## src/hw/rtl/mcspg_pkg.sv

```systemverilog
package mcspg_pkg;

  // number of servo channels kept in the core
  localparam int CHANNELS = 8;
  // channels that reach the pins field
  localparam int PIN_W = 8;
  localparam int VISIBLE = (CHANNELS < PIN_W) ? CHANNELS : PIN_W;

  localparam int WIDTH_W = 16;
  localparam int CHAN_W = 3;
  localparam logic [WIDTH_W-1:0] FRAME_LENGTH_RESET = 16'd3125;

  typedef enum logic {
    MODE_TICK = 1'b0,
    MODE_SET  = 1'b1
  } mode_t;

  typedef struct packed {
    mode_t               mode;
    logic [CHAN_W-1:0]   channel;
    logic [WIDTH_W-1:0]  width;
  } item_t;

  typedef struct packed {
    logic [PIN_W-1:0] pins;
    logic             frame_start;
  } result_t;

endpackage

```

## src/hw/rtl/mcspg_in_stage.sv

```systemverilog
module mcspg_in_stage
  import mcspg_pkg::*;
(
  input  logic  clk,
  input  logic  rst_n,
  input  logic  in_valid,
  output logic  in_ready,
  input  item_t in_item,
  input  logic  advance,
  output logic  s1_valid,
  output item_t s1_item
);

  logic  valid_r, valid_nxt;
  item_t item_r;

  assign in_ready = !valid_r || advance;

  always_comb begin
    valid_nxt = valid_r;
    if (in_valid && in_ready) begin
      valid_nxt = 1'b1;
    end else if (advance) begin
      valid_nxt = 1'b0;
    end
  end

  always_ff @(posedge clk) begin
    if (!rst_n) begin
      valid_r <= 1'b0;
    end else begin
      valid_r <= valid_nxt;
    end
  end

  always_ff @(posedge clk) begin
    if (in_valid && in_ready) begin
      item_r <= in_item;
    end
  end

  assign s1_valid = valid_r;
  assign s1_item  = item_r;

endmodule

```

## src/hw/rtl/mcspg_core.sv

```systemverilog
module mcspg_core
  import mcspg_pkg::*;
(
  input  logic               clk,
  input  logic               rst_n,
  input  logic               cfg_we,
  input  logic [WIDTH_W-1:0] cfg_data,
  input  logic               proc,
  input  item_t              item,
  output result_t            result
);

  logic [WIDTH_W-1:0]  len_r;
  logic [WIDTH_W-1:0]  cnt_r, cnt_nxt;
  logic [WIDTH_W-1:0]  aw_r [CHANNELS];
  logic [WIDTH_W-1:0]  aw_nxt [CHANNELS];
  logic [WIDTH_W-1:0]  pw_r [CHANNELS];
  logic [CHANNELS-1:0] pv_r, pv_nxt;
  logic [CHANNELS-1:0] hit;
  logic [PIN_W-1:0]    held_r, held_nxt;
  logic [PIN_W-1:0]    levels;
  logic [WIDTH_W-1:0]  len;
  logic [WIDTH_W:0]    cnt_inc;
  logic                start;
  logic                tick;
  logic                upd;

  // zero length behaves as one tick per frame
  assign len     = (len_r == '0) ? {{(WIDTH_W-1){1'b0}}, 1'b1} : len_r;
  assign start   = (cnt_r == '0);
  assign tick    = proc && (item.mode == MODE_TICK);
  assign upd     = proc && (item.mode == MODE_SET);
  assign cnt_inc = {1'b0, cnt_r} + {{WIDTH_W{1'b0}}, 1'b1};

  always_comb begin
    for (int k = 0; k < CHANNELS; k++) begin
      aw_nxt[k] = aw_r[k];
      if (start && pv_r[k]) begin
        aw_nxt[k] = (pw_r[k] > len) ? len : pw_r[k];
      end
      hit[k] = (aw_nxt[k] != '0) && (cnt_r < aw_nxt[k]);
    end
    levels = '0;
    for (int k = 0; k < VISIBLE; k++) begin
      levels[k] = hit[k];
    end
  end

  always_comb begin
    cnt_nxt  = cnt_r;
    pv_nxt   = pv_r;
    held_nxt = held_r;
    result.pins        = held_r;
    result.frame_start = 1'b0;
    if (tick) begin
      cnt_nxt  = (cnt_inc >= {1'b0, len}) ? '0 : cnt_inc[WIDTH_W-1:0];
      held_nxt = levels;
      if (start) begin
        pv_nxt = '0;
      end
      result.pins        = levels;
      result.frame_start = start;
    end
    if (upd) begin
      for (int k = 0; k < CHANNELS; k++) begin
        if (32'(item.channel) == 32'(k)) begin
          pv_nxt[k] = 1'b1;
        end
      end
    end
  end

  always_ff @(posedge clk) begin
    if (!rst_n) begin
      len_r  <= FRAME_LENGTH_RESET;
      cnt_r  <= '0;
      pv_r   <= '0;
      held_r <= '0;
      for (int k = 0; k < CHANNELS; k++) begin
        aw_r[k] <= '0;
      end
    end else begin
      if (cfg_we) begin
        len_r <= cfg_data;
      end
      cnt_r  <= cnt_nxt;
      pv_r   <= pv_nxt;
      held_r <= held_nxt;
      if (tick) begin
        for (int k = 0; k < CHANNELS; k++) begin
          aw_r[k] <= aw_nxt[k];
        end
      end
    end
  end

  // pending widths are gated by their valid bits, no reset needed
  always_ff @(posedge clk) begin
    for (int k = 0; k < CHANNELS; k++) begin
      if (upd && (32'(item.channel) == 32'(k))) begin
        pw_r[k] <= item.width;
      end
    end
  end

  a_start_clears_pending: assert property (@(posedge clk) disable iff (!rst_n)
    tick && start |=> pv_r == '0)
    else $error("pending widths not taken at frame start");

  a_update_holds_counter: assert property (@(posedge clk) disable iff (!rst_n)
    upd |=> $stable(cnt_r))
    else $error("width update moved the frame counter");

  a_counter_steps: assert property (@(posedge clk) disable iff (!rst_n)
    tick |=> (cnt_r == '0) || (cnt_r == $past(cnt_r) + 16'd1))
    else $error("frame counter skipped");

endmodule

```

## src/hw/rtl/mcspg_out_reg.sv

```systemverilog
module mcspg_out_reg
  import mcspg_pkg::*;
(
  input  logic    clk,
  input  logic    rst_n,
  input  logic    load,
  input  result_t result,
  output logic    out_valid,
  input  logic    out_ready,
  output result_t out_result
);

  logic    valid_r, valid_nxt;
  result_t result_r;

  always_comb begin
    valid_nxt = valid_r;
    if (load) begin
      valid_nxt = 1'b1;
    end else if (out_ready) begin
      valid_nxt = 1'b0;
    end
  end

  always_ff @(posedge clk) begin
    if (!rst_n) begin
      valid_r <= 1'b0;
    end else begin
      valid_r <= valid_nxt;
    end
  end

  always_ff @(posedge clk) begin
    if (load) begin
      result_r <= result;
    end
  end

  assign out_valid  = valid_r;
  assign out_result = result_r;

endmodule

```

## src/hw/rtl/multi_channel_servo_pulse_generator_core.sv

```systemverilog
// servo pulse generator: tick and width-update requests in, one result request out each
// an accepted request passes the input register and then the result register before its result is valid
// throughput: one request per cycle unless out_tready stalls, set by the single pass of per-channel compares
// reset (rst_n low, synchronous): frame length 3125, counter, active widths, pending flags
// and held pins cleared, both stages empty
module multi_channel_servo_pulse_generator_core
  import mcspg_pkg::*;
(
  input  logic        clk,
  input  logic        rst_n,
  // configuration: frame_length
  input  logic        cfg_tvalid,
  output logic        cfg_tready,
  input  logic [15:0] cfg_tdata,    // [15:0] frame_length
  // input requests
  input  logic        in_tvalid,
  output logic        in_tready,
  input  logic [23:0] in_tdata,     // [2:0] channel, [18:3] width, [23:19] zero
  input  logic        in_tuser,     // [0] mode
  // result requests
  output logic        out_tvalid,
  input  logic        out_tready,
  output logic [7:0]  out_tdata,    // [7:0] pins
  output logic        out_tuser     // [0] frame_start
);

  item_t   in_item;
  item_t   s1_item;
  logic    s1_valid;
  logic    advance;
  result_t core_result;
  result_t out_result;

  // the user must make register writes land only while idle; the block does not enforce it and is always ready
  assign cfg_tready = 1'b1;

  // unpack the request; upper padding bits are ignored
  assign in_item.mode    = mode_t'(in_tuser);
  assign in_item.channel = in_tdata[2:0];
  assign in_item.width   = in_tdata[18:3];

  // a held request moves on when the result slot is empty or draining
  assign advance = s1_valid && (!out_tvalid || out_tready);

  mcspg_in_stage u_in_stage (
    .clk      (clk),
    .rst_n    (rst_n),
    .in_valid (in_tvalid),
    .in_ready (in_tready),
    .in_item  (in_item),
    .advance  (advance),
    .s1_valid (s1_valid),
    .s1_item  (s1_item)
  );

  // frame counter, active/pending widths and pin compare
  mcspg_core u_core (
    .clk      (clk),
    .rst_n    (rst_n),
    .cfg_we   (cfg_tvalid && cfg_tready),
    .cfg_data (cfg_tdata),
    .proc     (advance),
    .item     (s1_item),
    .result   (core_result)
  );

  mcspg_out_reg u_out_reg (
    .clk        (clk),
    .rst_n      (rst_n),
    .load       (advance),
    .result     (core_result),
    .out_valid  (out_tvalid),
    .out_ready  (out_tready),
    .out_result (out_result)
  );

  assign out_tdata = out_result.pins;
  assign out_tuser = out_result.frame_start;

endmodule
```

## config.mk

```make
export PLATFORM = sky130hd
export DESIGN_NAME = multi_channel_servo_pulse_generator_core
export DESIGN_NICKNAME = d
export VERILOG_FILES = /design/src/hw/rtl/mcspg_pkg.sv /design/src/hw/rtl/mcspg_in_stage.sv /design/src/hw/rtl/mcspg_core.sv /design/src/hw/rtl/mcspg_out_reg.sv /design/src/hw/rtl/multi_channel_servo_pulse_generator_core.sv
export SDC_FILE = /design/constraint.sdc
export NUM_CORES = 1
export LEC_CHECK = 0
export ABC_AREA = 1
export BUFFER_PORTS_ARGS = -buffer_cell sky130_fd_sc_hd__buf_2
export CAP_MARGIN = 20
export CORE_MARGIN = 1
export CORE_UTILIZATION = 49
export DETAILED_ROUTE_END_ITERATION = 12
export GPL_TIMING_DRIVEN = 0
export PLACE_DENSITY = 0.68
export REMOVE_ABC_BUFFERS = 1
export SYNTH_ARGS = -nofsm -noshare
export SYNTH_HDL_FRONTEND = slang
export SYNTH_SLANG_ARGS = --single-unit
```

## constraint.sdc

```tcl
create_clock -name clk -period 5.65 [get_ports clk]
set_clock_uncertainty 0.05 [all_clocks]
set_input_delay 0.8475 -clock clk [delete_from_list [all_inputs] [get_ports clk]]
set_output_delay 0.8475 -clock clk [all_outputs]
set_load 0.02 [all_outputs]
```

### Word level (Yosys, flattened, before mapping)

Memories as Yosys holds them, arrays and structs flattened.
Index checks and enable logic that the tools add are counted.

* $add $sub $neg: 1
* magnitude comparators: 17
* equality and inequality tests: 7
* mux-type cells: 83
* bitwise operators: 9
* reductions and logical operators: 52

Operators with widths (number)
* 2-to-1 mux 16 bit: 33
* greater-than comparator 16 bit: 8
* < comparator 16 bit: 8
* nonzero test 16 bit: 8
* OR reduction 16 bit: 7
* 2-to-1 mux 1 bit: 39
* zero test 16 bit: 2
* logical AND 1 bit: 28
* 2-to-1 mux 8 bit: 3
* 2-to-1 mux 3 bit: 7
* adder 16 x 1 -> 17 bit (second input constant): 1
* greater-or-equal comparator 17 x 16 -> 1 bit: 1
* == test 3 bit (second input constant): 4
* 2-to-1 mux 9 bit: 1
* bitwise OR 1 bit: 8
* == test 3 x 2 -> 1 bit (second input constant): 2
* nonzero test 2 bit: 2
* == test 3 x 1 -> 1 bit (second input constant): 1
* zero test 3 bit: 1
* zero test 1 bit: 2
* logical OR 1 bit: 2
* inverter 1 bit: 1

* register bits: 79
* memory bits (writable): 256
* logic and storage cells: 182
* memories: 2

Memory list
* u_core.aw_r: words 8, width 16, read ports 8, clocked after memory_dff 0, write ports 8, line mcspg_core.sv:15 `logic [WIDTH_W-1:0] aw_r [CHANNELS];`
* u_core.pw_r: words 8, width 16, read ports 8, clocked after memory_dff 0, write ports 1, line mcspg_core.sv:17 `logic [WIDTH_W-1:0] pw_r [CHANNELS];`

### Depth between registers and ports, before layout

* word-level depth: 15
* mapped depth: 34
* gate-level depth less buffers: 32

### Modules after synthesis

A second synthesis with hierarchy kept.

* cell total of the unflattened synthesis: 2381
* area, all modules: 21440.6 µm²

By module, submodules not included
* mcspg_core: instances 1, cells each 2334, area an instance 20447.1 µm²
* mcspg_in_stage: instances 1, cells each 27, area an instance 651.9 µm²
* mcspg_out_reg: instances 1, cells each 15, area an instance 314.1 µm²
* multi_channel_servo_pulse_generator_core: instances 1, cells each 5, area an instance 27.5 µm²

### Least setup slack after synthesis

No wires, ideal clock.

* path type: input -> register
* from: input out_tready
* to: memory u_core.aw_r[0][0] (enable)
* library setup time: 540 ps
* arrival: 5419 ps
* data required time: 5060 ps
* path slack: -359 ps
* stages: 8
* buffers on the path: 2
* path through: inv_1 > nand2_1 > nand2_1 > nor2_1 > inv_1 > clkbuf_1 > nand2_1 > clkbuf_1

RTL lines
* start, declared: line multi_channel_servo_pulse_generator_core.sv:22 `input logic out_tready,`
* end, declared: line mcspg_core.sv:15

==> out/metrics.json <==
{
  "syn_inst": {"value": 2368},
  "fmaxAchievable": {"value": 179.3, "unit": "MHz"},
  "drive_gt1_share": {"value": 10.58, "unit": "%"},
  "post-route-util": {"value": 55.34, "unit": "%"},
  "max_cap_violations": {"value": 0},
  "grt_max_degree": {"value": 97},
  "fin_setup_tns": {"value": 0, "unit": "ps"},
  "static-leakage-power": {"value": 9.955, "unit": "nW"},
  "timing_worst_setup_path_type": {"value": "flip-flop to flip-flop"},
  "path_common_cell": {"value": "sky130_fd_sc_hd__nand2_1"},
  "routed_wire_length_per_instance": {"value": 23.12, "unit": "µm"},
  "vdd_ir_drop_max": {"value": 0.2308, "unit": "mV"},
  "most_common_flop_cell_mapped_by_yosys": {"value": "sky130_fd_sc_hd__edfxtp_1"},
  "critical_path.slowest_cell": {"value": "sky130_fd_sc_hd__dfxtp_1"},
  "final_cell_count_no_fill": {"value": 3007},
  "ys_async_sr_fraction": {"value": 0, "unit": "%"},
  "avgSynthCellArea": {"value": 8.828, "unit": "µm²"},
  "finalInstanceArea": {"value": 23260, "unit": "µm²"},
  "clock_latency_reported_for_the_late_side_of_the_worst_skew_pair": {"value": 570, "unit": "ps"},
  "antenna_found_initial": {"value": 4},
  "initial_utilization": {"value": 49.73, "unit": "%"},
  "placed_cells_incl_taps": {"value": 2908},
  "crit_path_dat": {"value": 5830, "unit": "ps"},
  "drc": {"value": 0},
  "critical_path_buf_inv_count": {"value": 1},
  "detail_route.vias_per_cell": {"value": 6.020},
  "ctsLongestPathBuffers": {"value": 3},
  "synth-edff-count": {"value": 285},
  "diode_count": {"value": 0},
  "root_buffer": {"value": "sky130_fd_sc_hd__clkbuf_16"},
  "cpPeakStageDelay": {"value": 950, "unit": "ps"},
  "layout.cells.most_common_list": {"value": "sky130_fd_sc_hd__nand2_1, sky130_fd_sc_hd__nor2_1, sky130_fd_sc_hd__edfxtp_1"},
  "layout.cells.most_common": {"value": "sky130_fd_sc_hd__nand2_1"},
  "area_growth_syn_to_layout": {"value": 11.28, "unit": "%"},
  "die_width": {"value": 208.6, "unit": "µm"},
  "grtUsageTotal": {"value": 32.12, "unit": "%"},
  "power_per_cell_area": {"value": 265.6, "unit": "nW/µm²"},
  "dr_vias": {"value": 18103},
  "ratio_of_final_minimum_period_to_clock_period": {"value": 98.71, "unit": "%"},
  "die-height": {"value": 208.6, "unit": "µm"},
  "timing.final.hold_violations": {"value": 0},
  "cts_buffers": {"value": 39},
  "route.antenna.remaining_nets": {"value": 0},
  "tritoncts": {"value": "done"},
  "yosysSeqAreaShare": {"value": 45.73, "unit": "%"},
  "worstSetupStartpointType": {"value": "flip-flop"},
  "h_tree_level_count": {"value": 2},
  "die_area": {"value": 43490, "unit": "µm²"},
  "run_status": {"value": "completed"},
  "holdCritPathClass": {"value": "input port to flip-flop"},
  "path_clk_slew": {"value": 60, "unit": "ps"},
  "path_cells": {"value": "clkinvlp_4 -> nand4_1 -> nor2_1 -> nand2_1 -> nand2_2 -> ha_1 -> nand2_1 -> nor2_1 -> nand3_1 -> a21boi_0 -> nand2_1 -> nand3_1 -> o21ai_0 -> ha_1 -> a21oi_1 -> o21ai_0 -> a21oi_1 -> o2111ai_1 -> nor2_1 -> nand2_1 -> nand2_1"},
  "crit_path_max_fanout": {"value": 17},
  "report.power.total": {"value": 6.178, "unit": "mW"},
  "report.final.slew_viol_count": {"value": 0},
  "wire_length_after_detailed_routing": {"value": 69530, "unit": "µm"},
  "post_synth_num_cell_types": {"value": 42},
  "dr.pass1.iters": {"value": 7},
  "fill_cells": {"value": 3758},
  "global_route.overflow_total": {"value": 0},
  "cts_num_sinks": {"value": 335},
  "dp.final_hpwl": {"value": 44900, "unit": "µm"},
  "core_region_area": {"value": 42040, "unit": "µm²"},
  "post_synth_instance_area": {"value": 20910, "unit": "µm²"},
  "worst_ep_required_time": {"value": 5900, "unit": "ps"},
  "core.rowCount": {"value": 75},
  "finalSetupViolCount": {"value": 0},
  "grt_first_pass_wirelength": {"value": 102300, "unit": "µm"},
  "period_minus_slack": {"value": 5577, "unit": "ps"},
  "cp_top_family": {"value": "simple AND/OR/NAND/NOR gates"},
  "ys_seq_elements": {"value": 335},
  "timing.slew.headroom": {"value": 14.91, "unit": "%"},
  "critPathCaptureType": {"value": "flip-flop"},
  "ioPinCount": {"value": 58},
  "buffer_ports.inserted": {"value": 51},
  "synth_warnings": {"value": 0},
  "first_iter_violations": {"value": 2002},
  "max_slew.worst_pin.slew": {"value": 1275, "unit": "ps"},
  "placedInstanceArea": {"value": 21690, "unit": "µm²"},
  "final_net_count": {"value": 2743},
  "cts-hold-fix-buffers": {"value": 0},
  "globalplace.congestion": {"value": 0.9182},
  "first_global_vias": {"value": 17373}
}
## final timing paths
check | start | endpoint | slack [ps] | cells past startpoint
worst max-delay path | u_core.len_r[7] | u_out_reg.out_result[4] | 70 | 21
worst min-delay path | in_tdata[6] | u_in_stage.s1_item[3] | 410 | 1
worst max register to register | u_core.len_r[7] | u_out_reg.out_result[4] | 70 | 21
worst min register to register | u_core.held_r[1] | u_core.held_r[1] | 420 | 2
## registers in the layout (all words and copies together), names as in the netlist
name	count
u_core.aw_r	128
u_core.cnt_r	16
u_core.held_r	8
u_core.len_r	16
u_core.pv_r	8
u_core.pw_r	128
u_in_stage.s1_item	20
u_in_stage.s1_valid	1
u_out_reg.out_result	9
u_out_reg.out_valid	1
## final cells by class
type	count	area [µm²]	area share [%]
timing repair buffer	92	700.7	3.012
multi-input combinational	1839	10520	45.20
tap	539	674.4	2.899
inverter	132	555.5	2.388
sequential	335	9559	41.09
clock inverter	12	127.6	0.5486
clock buffer	58	1130	4.857
## layer usage
metal / track usage [%] / vias to the layer above / wire [µm]
met3: 7.713 / 234 / 7732
met1: 40.65 / 8565 / 26990
met2: 48.88 / 939 / 30090
met5: 0 / - / 0
met4: 21.55 / 0 / 4715
li1: - / 8365 / -
## cells by family (layout without fill, tap and decap cells)
logic type / after synthesis / count (layout) / share of synthesized area (%)
buffers and inverters: 194 / 294 / 4.076
AND/OR/NAND/NOR: 1252 / 1252 / 25.50
XOR/XNOR: 13 / 13 / 0.5447
AO/OA/AOI/OAI: 315 / 315 / 8.696
adder cells (fa/ha/maj): 258 / 258 / 15.44
flip-flops: 335 / 335 / 45.73
other: 1 / 1 / 0.01794
## report_power, final
| part | leakage, nW | internal (mW) | switching, mW | total (mW) |
|---|---|---|---|---|
| Combinational | 6.16 | 0.238 | 0.493 | 0.732 |
| Clock | 0.613 | 1.51 | 1.04 | 2.55 |
| Sequential | 3.18 | 2.78 | 0.113 | 2.89 |
| Total | 9.96 | 4.53 | 1.65 | 6.18 |
## worst reg2reg max path, cell delays in order, from the launching register on
cell and delay, ps:
sky130_fd_sc_hd__dfxtp_1 950, sky130_fd_sc_hd__clkinvlp_4 380, sky130_fd_sc_hd__nand4_1 150, sky130_fd_sc_hd__nor2_1 50, sky130_fd_sc_hd__nand2_1 70, sky130_fd_sc_hd__nand2_2 380
sky130_fd_sc_hd__ha_1 460, sky130_fd_sc_hd__nand2_1 70, sky130_fd_sc_hd__nor2_1 40, sky130_fd_sc_hd__nand3_1 350, sky130_fd_sc_hd__a21boi_0 590, sky130_fd_sc_hd__nand2_1 120
sky130_fd_sc_hd__nand3_1 110, sky130_fd_sc_hd__o21ai_0 200, sky130_fd_sc_hd__ha_1 370, sky130_fd_sc_hd__a21oi_1 60, sky130_fd_sc_hd__o21ai_0 160, sky130_fd_sc_hd__a21oi_1 100
sky130_fd_sc_hd__o2111ai_1 230, sky130_fd_sc_hd__nor2_1 70, sky130_fd_sc_hd__nand2_1 250, sky130_fd_sc_hd__nand2_1 90
## metrics by stage
step,hold slack [ps],worst slack (ps)
finish,405.5,72.85
global route,399.0,-26.66
CTS,391.0,34.08
detailed placement,415.2,-795.0
global placement,410.6,-3362
floorplan,402.7,619.7
## Yosys cell counts (all sizes together) (2+ instances only)
cell type	number	area, µm²
o211ai	16	120.1
nor3	19	100.1
nand3	218	1091
xor2	13	113.9
dfxtp	50	1001
nor2	309	1227
o21a	4	30.03
o21ai	118	620.6
edfxtp	285	8558
nand2	624	2355
a21boi	6	45.04
inv	130	488.0
o22ai	11	125.1
a21oi	134	670.6
buf	30	236.5
nand4	19	140.1
a21o	9	67.56
or2	56	350.3
clkinv	2	7.510
a211oi	8	60.06
o2111ai	8	70.07
nor4	5	52.55
ha	258	3228
clkbuf	32	120.1
## timing repair
action,CTS,global route
endpoints found under the setup margin,16,7
setup buffers,10,14
gates resized for setup,11,7
gates cloned,0,0
pin swaps,0,0
(Power assumes the default switching activity.)
